**config.mk**
```make
export PLATFORM = sky130hd
export DESIGN_NAME = trial_division_factorizer
export DESIGN_NICKNAME = d
export VERILOG_FILES = /design/src/rtl/tdf_pkg.sv /design/src/rtl/trial_division_factorizer.sv /design/src/rtl/tdf_datapath.sv /design/src/rtl/tdf_ctrl.sv
export SDC_FILE = /design/constraint.sdc
export NUM_CORES = 1
export LEC_CHECK = 0
export ABC_CLOCK_PERIOD_IN_PS = 5700
export BUFFER_PORTS_ARGS = -buffer_cell sky130_fd_sc_hd__buf_2
export CAP_MARGIN = 10
export CORE_MARGIN = 10
export CORE_UTILIZATION = 48
export DETAILED_ROUTE_END_ITERATION = 12
export PLACE_DENSITY = 0.66
export SLEW_MARGIN = 10
export SYNTH_ARGS = -nofsm -noshare
export SYNTH_HDL_FRONTEND = slang
export SYNTH_SLANG_ARGS = --single-unit
```
**constraint.sdc**
```tcl
create_clock -name clk -period 5.7 [get_ports clk]
set_input_delay 0.57 -clock clk [delete_from_list [all_inputs] [get_ports clk]]
set_output_delay 0.57 -clock clk [all_outputs]
set_load 0.02 [all_outputs]
```
**src/rtl/tdf_pkg.sv**
```systemverilog
`default_nettype none
// ----------------------------------------------------------------------------
// tdf_pkg: shared definitions for the trial division factorizer
// Widths, limits and the command and status bundles between the controller
// and the datapath.
// ----------------------------------------------------------------------------
package tdf_pkg;

  localparam int VALUE_BITS_DEF = 31;
  localparam int EXP_BITS       = 5;
  localparam int EXP_MAX        = 31;
  localparam int MAX_RESULTS    = 9;
  localparam int CNT_BITS       = $clog2(MAX_RESULTS + 1);
  localparam int FIRST_DIVISOR  = 2;

  // controller to datapath
  typedef struct packed {
    logic load;        // capture a new request
    logic div_start;   // begin remainder / divisor
    logic div_step;    // one quotient bit
    logic take_quot;   // divisor divides: keep quotient, bump count
    logic next_div;    // move to the next trial divisor
    logic emit_fac;    // load a factor into the output register
    logic emit_rem;    // load the leftover prime into the output register
    logic emit_empty;  // load the empty result into the output register
  } tdf_cmd_t;

  // datapath to controller
  typedef struct packed {
    logic in_small;    // incoming value below 2
    logic sq_gt;       // divisor squared above remainder
    logic div_last;    // final quotient bit this cycle
    logic rem_zero;    // division left nothing
    logic cnt_nz;      // current divisor divided at least once
    logic fac_last;    // factor being emitted closes the run
    logic out_free;    // output register can take a result
  } tdf_status_t;

endpackage : tdf_pkg
`default_nettype wire

```
**src/rtl/trial_division_factorizer.sv**
```systemverilog
`default_nettype none
// ----------------------------------------------------------------------------
// trial_division_factorizer: prime factorization by trial division
// Factors one value per request and returns its prime / exponent pairs in
// ascending order, the final one flagged last; values below 2 give a single
// empty result.
//
//   channel   direction  handshake            payload
//   in        into block in_valid / in_stall   value
//   out       from block out_valid / out_stall prime, exponent, empty_res, last
//
// each trial divisor costs one bit-serial division (one quotient bit a
// cycle), plus another division for every extra time it divides, and
// one emit step for each factor sent;
// a request takes about sqrt(largest cofactor) trials; one request is
// worked at a time
// reset clears the controller and the output valid; no clearing pass
// a stalled output holds the controller until the result register frees up
// ----------------------------------------------------------------------------
module trial_division_factorizer #(
  parameter int VALUE_BITS = tdf_pkg::VALUE_BITS_DEF
) (
  input  wire                          clk,
  input  wire                          rst,
  input  wire                          in_valid,
  output logic                         in_stall,
  input  wire  [VALUE_BITS-1:0]        value,
  output logic                         out_valid,
  input  wire                          out_stall,
  output logic [VALUE_BITS-1:0]        prime,
  output logic [tdf_pkg::EXP_BITS-1:0] exponent,
  output logic                         empty_res,
  output logic                         last
);
  import tdf_pkg::*;

  tdf_cmd_t    cmd;
  tdf_status_t status;

  tdf_ctrl u_ctrl (
    .clk      (clk),
    .rst      (rst),
    .in_valid (in_valid),
    .in_stall (in_stall),
    .cmd      (cmd),
    .status   (status)
  );

  tdf_datapath #(
    .VALUE_BITS (VALUE_BITS)
  ) u_datapath (
    .clk       (clk),
    .rst       (rst),
    .cmd       (cmd),
    .status    (status),
    .value     (value),
    .out_valid (out_valid),
    .out_stall (out_stall),
    .prime     (prime),
    .exponent  (exponent),
    .empty_res (empty_res),
    .last      (last)
  );

endmodule : trial_division_factorizer
`default_nettype wire

```
**src/rtl/tdf_datapath.sv**
```systemverilog
`default_nettype none
// ----------------------------------------------------------------------------
// tdf_datapath: remainder, trial divisor and bit-serial divider
// Holds the value being factored, the divisor and its square, a restoring
// divider that yields one quotient bit per cycle, and the output register.
// ----------------------------------------------------------------------------
module tdf_datapath #(
  parameter int VALUE_BITS = tdf_pkg::VALUE_BITS_DEF
) (
  input  wire                          clk,
  input  wire                          rst,
  input  tdf_pkg::tdf_cmd_t            cmd,
  output tdf_pkg::tdf_status_t         status,
  input  wire  [VALUE_BITS-1:0]        value,
  output logic                         out_valid,
  input  wire                          out_stall,
  output logic [VALUE_BITS-1:0]        prime,
  output logic [tdf_pkg::EXP_BITS-1:0] exponent,
  output logic                         empty_res,
  output logic                         last
);
  import tdf_pkg::*;

  localparam int DIV_BITS  = (VALUE_BITS + 1) / 2 + 1;
  localparam int SQ_BITS   = VALUE_BITS + 1;
  localparam int STEP_BITS = $clog2(VALUE_BITS);

  logic [VALUE_BITS-1:0] remainder;
  logic [DIV_BITS-1:0]   trial_divisor;
  logic [SQ_BITS-1:0]    div_square;
  logic [EXP_BITS-1:0]   multiplicity;
  logic [CNT_BITS-1:0]   results_sent;

  // divider state: dividend shifts out on top, quotient shifts in below
  logic [VALUE_BITS-1:0] dvd;
  logic [DIV_BITS-1:0]   part_rem;
  logic [STEP_BITS-1:0]  step;

  logic [DIV_BITS:0]     trial;
  logic [DIV_BITS:0]     diff;
  logic                  trial_ge;
  logic                  out_free;

  assign trial    = {part_rem, dvd[VALUE_BITS-1]};
  assign diff     = trial - {1'b0, trial_divisor};
  assign trial_ge = trial >= {1'b0, trial_divisor};
  assign out_free = !out_valid || !out_stall;

  always_comb begin
    status.in_small = value < VALUE_BITS'(FIRST_DIVISOR);
    status.sq_gt    = div_square > {1'b0, remainder};
    status.div_last = step == '0;
    status.rem_zero = part_rem == '0;
    status.cnt_nz   = multiplicity != '0;
    status.fac_last = (remainder == VALUE_BITS'(1)) ||
                      (results_sent == CNT_BITS'(MAX_RESULTS - 1));
    status.out_free = out_free;
  end

  always_ff @(posedge clk) begin
    if (cmd.load) begin
      remainder     <= value;
      trial_divisor <= DIV_BITS'(FIRST_DIVISOR);
      div_square    <= SQ_BITS'(FIRST_DIVISOR * FIRST_DIVISOR);
      multiplicity  <= '0;
      results_sent  <= '0;
    end else begin
      if (cmd.take_quot) begin
        remainder <= dvd;
        if (multiplicity != EXP_BITS'(EXP_MAX)) begin
          multiplicity <= multiplicity + EXP_BITS'(1);
        end
      end
      if (cmd.next_div) begin
        trial_divisor <= trial_divisor + DIV_BITS'(1);
        // (d+1)^2 = d^2 + 2d + 1
        div_square    <= div_square + SQ_BITS'({trial_divisor, 1'b1});
        multiplicity  <= '0;
      end
      if (cmd.emit_fac) begin
        results_sent <= results_sent + CNT_BITS'(1);
      end
    end
  end

  always_ff @(posedge clk) begin
    if (cmd.div_start) begin
      dvd      <= remainder;
      part_rem <= '0;
      step     <= STEP_BITS'(VALUE_BITS - 1);
    end else if (cmd.div_step) begin
      dvd      <= {dvd[VALUE_BITS-2:0], trial_ge};
      part_rem <= trial_ge ? diff[DIV_BITS-1:0] : trial[DIV_BITS-1:0];
      step     <= step - STEP_BITS'(1);
    end
  end

  always_ff @(posedge clk) begin
    if (rst) begin
      out_valid <= 1'b0;
    end else if (cmd.emit_fac || cmd.emit_rem || cmd.emit_empty) begin
      out_valid <= 1'b1;
    end else if (!out_stall) begin
      out_valid <= 1'b0;
    end
  end

  always_ff @(posedge clk) begin
    if (cmd.emit_fac) begin
      prime     <= VALUE_BITS'(trial_divisor);
      exponent  <= multiplicity;
      empty_res <= 1'b0;
      last      <= status.fac_last;
    end else if (cmd.emit_rem) begin
      prime     <= remainder;
      exponent  <= EXP_BITS'(1);
      empty_res <= 1'b0;
      last      <= 1'b1;
    end else if (cmd.emit_empty) begin
      prime     <= '0;
      exponent  <= '0;
      empty_res <= 1'b1;
      last      <= 1'b1;
    end
  end

endmodule : tdf_datapath
`default_nettype wire

```
**src/rtl/tdf_ctrl.sv**
```systemverilog
`default_nettype none
// ----------------------------------------------------------------------------
// tdf_ctrl: sequencing of the trial division loop
// Walks divisors upward, runs one bit-serial division per trial, divides a
// divisor out while it fits and hands each factor to the output register.
// ----------------------------------------------------------------------------
module tdf_ctrl (
  input  wire                   clk,
  input  wire                   rst,
  input  wire                   in_valid,
  output logic                  in_stall,
  output tdf_pkg::tdf_cmd_t     cmd,
  input  tdf_pkg::tdf_status_t  status
);
  import tdf_pkg::*;

  typedef enum logic [7:0] {
    ST_IDLE       = 8'b0000_0001,
    ST_CHECK      = 8'b0000_0010,
    ST_START      = 8'b0000_0100,
    ST_DIV        = 8'b0000_1000,
    ST_TEST       = 8'b0001_0000,
    ST_EMIT_FAC   = 8'b0010_0000,
    ST_EMIT_REM   = 8'b0100_0000,
    ST_EMIT_EMPTY = 8'b1000_0000
  } state_t;

  state_t state;
  state_t state_next;

  assign in_stall = state != ST_IDLE;

  always_comb begin
    state_next = state;
    cmd        = '0;
    unique case (state)
      ST_IDLE: begin
        if (in_valid) begin
          cmd.load   = 1'b1;
          state_next = status.in_small ? ST_EMIT_EMPTY : ST_CHECK;
        end
      end
      ST_CHECK: begin
        // nothing left below the square root: what remains is prime
        state_next = status.sq_gt ? ST_EMIT_REM : ST_START;
      end
      ST_START: begin
        cmd.div_start = 1'b1;
        state_next    = ST_DIV;
      end
      ST_DIV: begin
        cmd.div_step = 1'b1;
        if (status.div_last) begin
          state_next = ST_TEST;
        end
      end
      ST_TEST: begin
        if (status.rem_zero) begin
          cmd.take_quot = 1'b1;
          state_next    = ST_START;
        end else if (status.cnt_nz) begin
          state_next = ST_EMIT_FAC;
        end else begin
          cmd.next_div = 1'b1;
          state_next   = ST_CHECK;
        end
      end
      ST_EMIT_FAC: begin
        if (status.out_free) begin
          cmd.emit_fac = 1'b1;
          if (status.fac_last) begin
            state_next = ST_IDLE;
          end else begin
            cmd.next_div = 1'b1;
            state_next   = ST_CHECK;
          end
        end
      end
      ST_EMIT_REM: begin
        if (status.out_free) begin
          cmd.emit_rem = 1'b1;
          state_next   = ST_IDLE;
        end
      end
      ST_EMIT_EMPTY: begin
        if (status.out_free) begin
          cmd.emit_empty = 1'b1;
          state_next     = ST_IDLE;
        end
      end
      default: begin
        state_next = ST_IDLE;
      end
    endcase
  end

  always_ff @(posedge clk) begin
    if (rst) begin
      state <= ST_IDLE;
    end else begin
      state <= state_next;
    end
  end

endmodule : tdf_ctrl
`default_nettype wire

```
After elaboration in Yosys (flattened, before gate mapping) --
Cells that the tools add are included.
Word-level totals: bits in registers 189, latch bits 0, bits in writable memories 0, ROM bits 0, input port bits 35, output and inout bits 40, logic and storage cells 100, memories kept 0
Cells by class: $add $sub $neg 6, multiply operators 0, div/mod/pow operators 0, $lt $le $gt $ge 3, equal/unequal tests 17, shifts and indexed selects 0, muxes and demuxes 41, bitwise gates (word level) 0, reduce and logical (&&, ||, !) cells 18
Operator list (number):
- $mux W31 | 6
- $pmux W8 S7 | 1
- $mux W8 | 5
- $mux W17 | 2
- $add A32 B18 Y32 | 1
- $gt A32 B31 Y1 | 1
- $eq A31 B1 Y1 const B | 1
- $lt A31 B2 Y1 const B | 1
- $ge A18 B17 Y1 | 1
- $mux W1 | 18
- $add A17 B1 Y17 const B | 1
- $logic_not A17 Y1 | 1
- $sub A17 B17 Y17 | 1
- $mux W5 | 3
- $mux W6 | 2
- $eq A8 B1 Y1 const B | 1
- $eq A8 B2 Y1 const B | 1
- $eq A8 B3 Y1 const B | 1
- $eq A8 B4 Y1 const B | 1
- $eq A8 B5 Y1 const B | 1
- $eq A8 B6 Y1 const B | 1
- $eq A8 B7 Y1 const B | 1
- $eq A8 B8 Y1 const B | 1
- $ne A8 B1 Y1 const B | 1
- 19 further kinds | 31

Logic depth before layout (Yosys ltp) --
depth in word-level cells 8, mapped depth 13, depth with buffers taken out 11

Hierarchy --
From an unflattened synthesis, not the netlist that was laid out.
Unflattened totals: cells, all modules 1106, area total of the unflattened synthesis 10770.3 um2
Modules (own cells, without submodules):
- tdf_datapath | instances 1, cells each 1031, area an instance 10191.0 um2, sequential area each 4474.3 um2
- tdf_ctrl | instances 1, cells each 75, area an instance 579.3 um2, sequential area each 160.2 um2

Worst setup path before layout --
No wires, ideal clock.
kind reg2reg, from register u_ctrl.state[6], to register u_datapath.remainder[0], enable pin, library setup time 0.463 ns, data arrival time 4.037 ns, data required time 5.237 ns, slack 1.200 ns, cell stages (with the launch flop) 7, path buffers 1, period minus slack after synthesis 4.500 ns, path through dfxtp_1 -> clkbuf_1 -> or2_2 -> nor3_1 -> nor3b_1 -> nand3b_1 -> o21ai_0
Between the ends: longest elaborated chain between the ends 3, elaborated cells between the ends (all ways) 5, those cells by class eq/ne: 2; mux: 2; reduce/logical: 1
Ends and longest elaborated chain:
- start: declaration | RTL line tdf_ctrl.sv:28 | state_t state;
- start signal: assignment | RTL line tdf_ctrl.sv:101 | state <= state_next;
- $eq A8 B5 Y1 or $eq A8 B1 Y1 (tied branches) | RTL line tdf_ctrl.sv:36 | unique case (state)
- $mux W1 | RTL line tdf_ctrl.sv:36
- $reduce_bool A2 Y1 (no source line) *
- end signal: assignment | RTL line tdf_datapath.sv:62 | remainder <= value;
- end signal: assignment | RTL line tdf_datapath.sv:69 | remainder <= dvd;
- end: declaration | RTL line tdf_datapath.sv:28 | logic [VALUE_BITS-1:0] remainder;
Mark *: on every way between the ends. The rest lies on a longest branch, timed or not. A chain may end at the register's enable or synchronous reset.

Worst setup path in the final report --
from register u_ctrl.state[0], to register u_datapath.trial_divisor[16]
Between the ends: longest elaborated chain between the ends 2, elaborated cells between the ends (all ways) 5, those cells by class eq/ne: 3; mux: 2
Ends and longest elaborated chain:
- $eq A8 B6 Y1, or another cell as far along | RTL line tdf_ctrl.sv:36
- $pmux W1 S2 or $mux W1 (tied branches) | RTL line tdf_ctrl.sv:36
- end signal: assignment | RTL line tdf_datapath.sv:63 | trial_divisor <= DIV_BITS'(FIRST_DIVISOR);
- end signal: assignment | RTL line tdf_datapath.sv:75 | trial_divisor <= trial_divisor + DIV_BITS'(1);
- end: declaration | RTL line tdf_datapath.sv:29 | logic [DIV_BITS-1:0] trial_divisor;
Parallel ways exist; a longest one is shown, timed or not.

==> results_tabular.tex <==
\begin{tabular}{lr}
\hline
Metric & Value \\
\hline
\multicolumn{2}{l}{\textbf{Layout}} \\
\quad Final std cells w/o fill & approximately 1,500 \\
\quad Antenna diode count & 0 \\
\quad Area used by multi-input combinational logic & 0.00544 mm² \\
\quad Fraction of final layout cells with drive strength greater than 1 & between 10\% and 20\% \\
\quad Area added between synthesis and finish & 11.8\% \\
\quad FF/Latch Area & 0.00463 mm² \\
\quad Layout Nets & 1,316 \\
\quad Layout fillers & 1,981 \\
\multicolumn{2}{l}{\textbf{Clock tree}} \\
\quad Clock latency of the later-clocked register in the worst-skew pair & between 0.4 and 0.5 ns \\
\quad Root buf cell & sky130\_fd\_sc\_hd\_\_clkbuf\_16 \\
\quad Number of buffers added by the clock tree synthesis step & 17 \\
\quad TritonCTS clock tree & done \\
\quad Cts repair resizes & 0 \\
\quad Count of clock tree sinks & 189 \\
\quad Largest buffer count on any clock path & 2 \\
\quad Clock H-tree levels & 4 \\
\quad Reg clk slew, reported paths & $\sim$0.080 ns \\
\quad Setup bufs post-CTS & 0 \\
\quad Hold Buf Count CTS & 0 \\
\multicolumn{2}{l}{\textbf{STA}} \\
\quad Final setup TNS & 0 ns \\
\quad Final Hold Violating Endpoints & 0 \\
\quad Minimum clock period after layout & 3.57 ns \\
\quad Share of the clock period used by the worst path after layout & 62.7\% \\
\quad Max Transition Viols Final & 0 \\
\quad Fmax achieved & 0.280 GHz \\
\quad Actual slew at the worst max-slew pin & 1.10 ns \\
\quad Final setup violation count & 0 \\
\quad Max\_slew headroom & 26.5\% \\
\quad Setup Skew & 0.0166 ns \\
\quad Setup repair after global routing missed its margin & false \\
\multicolumn{2}{l}{\textbf{Synthesis}} \\
\quad Asr flop ratio synth & 0\% \\
\quad Synth area leader & sky130\_fd\_sc\_hd\_\_edfxtp\_1 \\
\quad Synth Cell Area & 0.0105 mm² \\
\quad Number of nets produced by synthesis & 1,256 \\
\quad Post-synth EDFFs & 85 \\
\quad Mapped Cells & 1,147 \\
\quad Commonest cells in the synthesized netlist & sky130\_fd\_sc\_hd\_\_nand2\_1 (190), sky130\_fd\_sc\_hd\_\_dfxtp\_1 (104), sky130\_fd\_sc\_hd\_\_nor2\_1 (94) \\
\quad Count of state elements after synthesis & roughly 190 \\
\quad Synth cell types & 63 \\
\quad Yosys warnings & 0 \\
\quad Top cell type's share of synthesized area & 24.4\% \\
\quad Post-synthesis sequential area ratio & 44.3\% \\
\quad Avg Cell Area, Syn & about 9.1 µm² \\
\quad Most used flip-flop cell after synthesis & sky130\_fd\_sc\_hd\_\_dfxtp\_1 \\
\quad Top cells by area, synth & sky130\_fd\_sc\_hd\_\_edfxtp\_1 (24\%), sky130\_fd\_sc\_hd\_\_dfxtp\_1 (20\%), sky130\_fd\_sc\_hd\_\_ha\_1 (8.6\%) \\
\quad Top-count cell post-synth & sky130\_fd\_sc\_hd\_\_nand2\_1 \\
\multicolumn{2}{l}{\textbf{Route}} \\
\quad Detail Route met3 WL & 1.60 mm \\
\quad Detailed-route wire length per cell & 18.6 µm \\
\quad Detail-routed via count per cell & 5.77 \\
\quad Met2 WL post-DR & 12.6 mm \\
\quad Total via count in the routed design & approximately 8,600 \\
\quad Drt drc & 0 \\
\quad Starting DRT DRC Count & 723 \\
\quad DR pass1 iterations & 7 \\
\quad DRT antenna net count & 0 \\
\quad Met1 Wirelength & 13.2 mm \\
\quad Uppermost layer routed & met4 \\
\quad Wire length after detailed routing & 27.8 mm \\
\multicolumn{2}{l}{\textbf{Power and ir drop}} \\
\quad Leakage power & $\sim$4.9 nW \\
\quad Power density over cell area & approximately 420 mW/mm² \\
\quad VDD IR-drop max & $\sim$0.00021 V \\
\multicolumn{2}{l}{\textbf{Min path}} \\
\quad HP Start & rst \\
\quad Hold WC Path Type & input port to flop \\
\quad Cells on Worst Hold Path & 2 \\
\quad Worst hold endpoint & u\_ctrl.state[6] \\
\multicolumn{2}{l}{\textbf{Setup path}} \\
\quad Critical R2R Launch & u\_ctrl.state[0] \\
\quad Classification of the worst setup path & flop to flop \\
\quad Maximum net fanout on the critical path & 31 \\
\quad Buffers plus inverters on the worst setup path & 1 \\
\quad Data arrival time at the worst-slack endpoint & 3.88 ns \\
\quad Register-to-register setup slack & 2.13 ns \\
\quad Critical path endpoint category & flop \\
\quad Kind of cell with the highest combined delay on the critical path & simple AND/OR/NAND/NOR gates \\
\quad Worst path required time & $\sim$6 ns \\
\quad Number of cells on the worst reg-to-reg path & 9 \\
\quad Critical Path Slowest Stage Cell & sky130\_fd\_sc\_hd\_\_or4\_4 \\
\quad Reg2Reg Capture Point & u\_datapath.trial\_divisor[16] \\
\quad Type of element launching the critical path & flop \\
\quad Largest stage delay on the critical path & 0.58 ns \\
\quad CP Cell Sequence & or4\_4 -> nor4b\_4 -> buf\_4 -> o211ai\_4 -> nand2\_2 -> nand3\_2 -> nor4\_1 -> xnor2\_1 -> nor2\_1 \\
\multicolumn{2}{l}{\textbf{Global routing}} \\
\quad Via count of the first global-routing pass & 8,139 \\
\quad Total routing usage reported by global routing & 19.2\% \\
\quad First-pass GRT wire length & 44.2 mm \\
\quad Total overflow reported by the global router & 0 \\
\quad Number of antenna violations at the first check in global routing & 0 \\
\quad Largest net degree at the start of global routing & 72 \\
\multicolumn{2}{l}{\textbf{Die}} \\
\quad Boundary pin count & 75 \\
\quad Die extent in y & 168 µm \\
\quad Cell row count & 53 \\
\quad Initial Utilization & 49.3\% \\
\quad Area of the die & 0.0281 mm² \\
\quad X dimension of the die & $\sim$170 µm \\
\quad Placeable Area & 0.0212 mm² \\
\multicolumn{2}{l}{\textbf{Place}} \\
\quad Gpl congestion & 0.929 \\
\quad Quantity of I/O buffers inserted on ports & between 70 and 80 \\
\quad Dpl hpwl & roughly 20 mm \\
\quad Number of cells in the design after placement & 1,463 \\
\multicolumn{2}{l}{\textbf{Status}} \\
\quad Status & complete, no violations \\
\multicolumn{2}{l}{\textbf{Flow run}} \\
\quad Max-capacitance violation count & 0 \\
\hline
\end{tabular}
## registers in the layout (all words and copies together), names as in the netlist, 4 cells and up
name	flops
u_datapath.step	5
u_datapath.remainder	31
u_datapath.exponent	5
u_datapath.prime	31
u_datapath.dvd	31
u_datapath.results_sent	4
u_datapath.div_square	32
u_datapath.multiplicity	5
u_ctrl.state	8
u_datapath.part_rem	17
u_datapath.trial_divisor	17
## worst register-to-register path: stages (launching register included)
cell and delay, ns:
sky130_fd_sc_hd__dfxtp_1 0.36, sky130_fd_sc_hd__or4_4 0.58, sky130_fd_sc_hd__nor4b_4 0.39, sky130_fd_sc_hd__buf_4 0.39
sky130_fd_sc_hd__o211ai_4 0.21, sky130_fd_sc_hd__nand2_2 0.57, sky130_fd_sc_hd__nand3_2 0.32, sky130_fd_sc_hd__nor4_1 0.42
sky130_fd_sc_hd__xnor2_1 0.16, sky130_fd_sc_hd__nor2_1 0.05
## cell usage in the layout (no fill, tap or decap), types with 10 or more instances in the layout
master / n
sky130_fd_sc_hd__o31ai_1: 10
sky130_fd_sc_hd__nand3_1: 22
sky130_fd_sc_hd__nand2_1: 190
sky130_fd_sc_hd__a21oi_1: 49
sky130_fd_sc_hd__nor2_1: 93
sky130_fd_sc_hd__buf_4: 11
sky130_fd_sc_hd__a211oi_1: 11
sky130_fd_sc_hd__nor3_1: 17
sky130_fd_sc_hd__nor2b_1: 11
sky130_fd_sc_hd__o21ai_0: 77
sky130_fd_sc_hd__clkbuf_16: 19
sky130_fd_sc_hd__xnor2_1: 42
sky130_fd_sc_hd__buf_2: 74
sky130_fd_sc_hd__a22o_1: 29
sky130_fd_sc_hd__a21o_1: 22
sky130_fd_sc_hd__nand4_1: 24
sky130_fd_sc_hd__xor2_1: 19
sky130_fd_sc_hd__nor4_1: 25
sky130_fd_sc_hd__edfxtp_1: 85
sky130_fd_sc_hd__and3_1: 12
sky130_fd_sc_hd__inv_1: 65
sky130_fd_sc_hd__dfxtp_1: 104
sky130_fd_sc_hd__mux2i_1: 16
sky130_fd_sc_hd__ha_1: 72
## report_power, final
group          total, W  switching (W)  internal, W
logic           0.00178        0.00111     0.000667
registers       0.00189       0.000210      0.00168
clock network   0.00121       0.000581     0.000629
## per-stage QoR
step	setup slack, ns	total power (W)	util, %	hold slack [ns]	cell area [µm²]
final	2.13	0.00488	55.1	0.406	11700
after floorplan	1.20	0.00320	-	0.448	10500
after global placement	2.25	0.00366	52.4	0.452	11100
after global routing	1.90	0.00518	55.1	0.418	11700
after CTS	2.16	0.00489	55.1	0.397	11700
after detailed placement	2.17	0.00369	52.4	0.455	11100
## kinds of logic after synthesis
logic type,after synthesis,share of synthesized area (%)
XOR/XNOR,61,5.11
AND/OR/NAND/NOR,449,20.6
AO/OA/AOI/OAI,249,15.5
multiplexers,16,1.53
buffers and inverters,109,3.98
flip-flops,189,44.3
adder cells (fa/ha/maj),74,8.99
## worst max path at each step
stage          cells after the start            start                            to
2_1_floorplan                      6  u_ctrl.state[6]       u_datapath.remainder[0]
3_3_place_gp                       9  u_ctrl.state[0]  u_datapath.trial_divisor[16]
3_5_place_dp                       9  u_ctrl.state[0]  u_datapath.trial_divisor[16]
4_1_cts                            9  u_ctrl.state[0]  u_datapath.trial_divisor[16]
5_1_grt                            9  u_ctrl.state[0]  u_datapath.trial_divisor[16]
6_report                           9  u_ctrl.state[0]  u_datapath.trial_divisor[16]
## cell type report
cell class / count / area share (%)
inverter: 65 / 2.08
multi-input combinational: 849 / 46.5
clock buffer: 19 / 4.06
sequential: 189 / 39.6
clock inverter: 13 / 0.984
tap: 275 / 2.94
timing repair buffer: 85 / 3.87
## metal layers
layer / global-route usage, % / up-vias
met3: 3.42 / 29
met4: 4.43 / 0
met5: 0 / -
met1: 26.8 / 4119
li1: - / 4247
met2: 30.1 / 225
No activity file was read; power rests on OpenSTA's default activity.
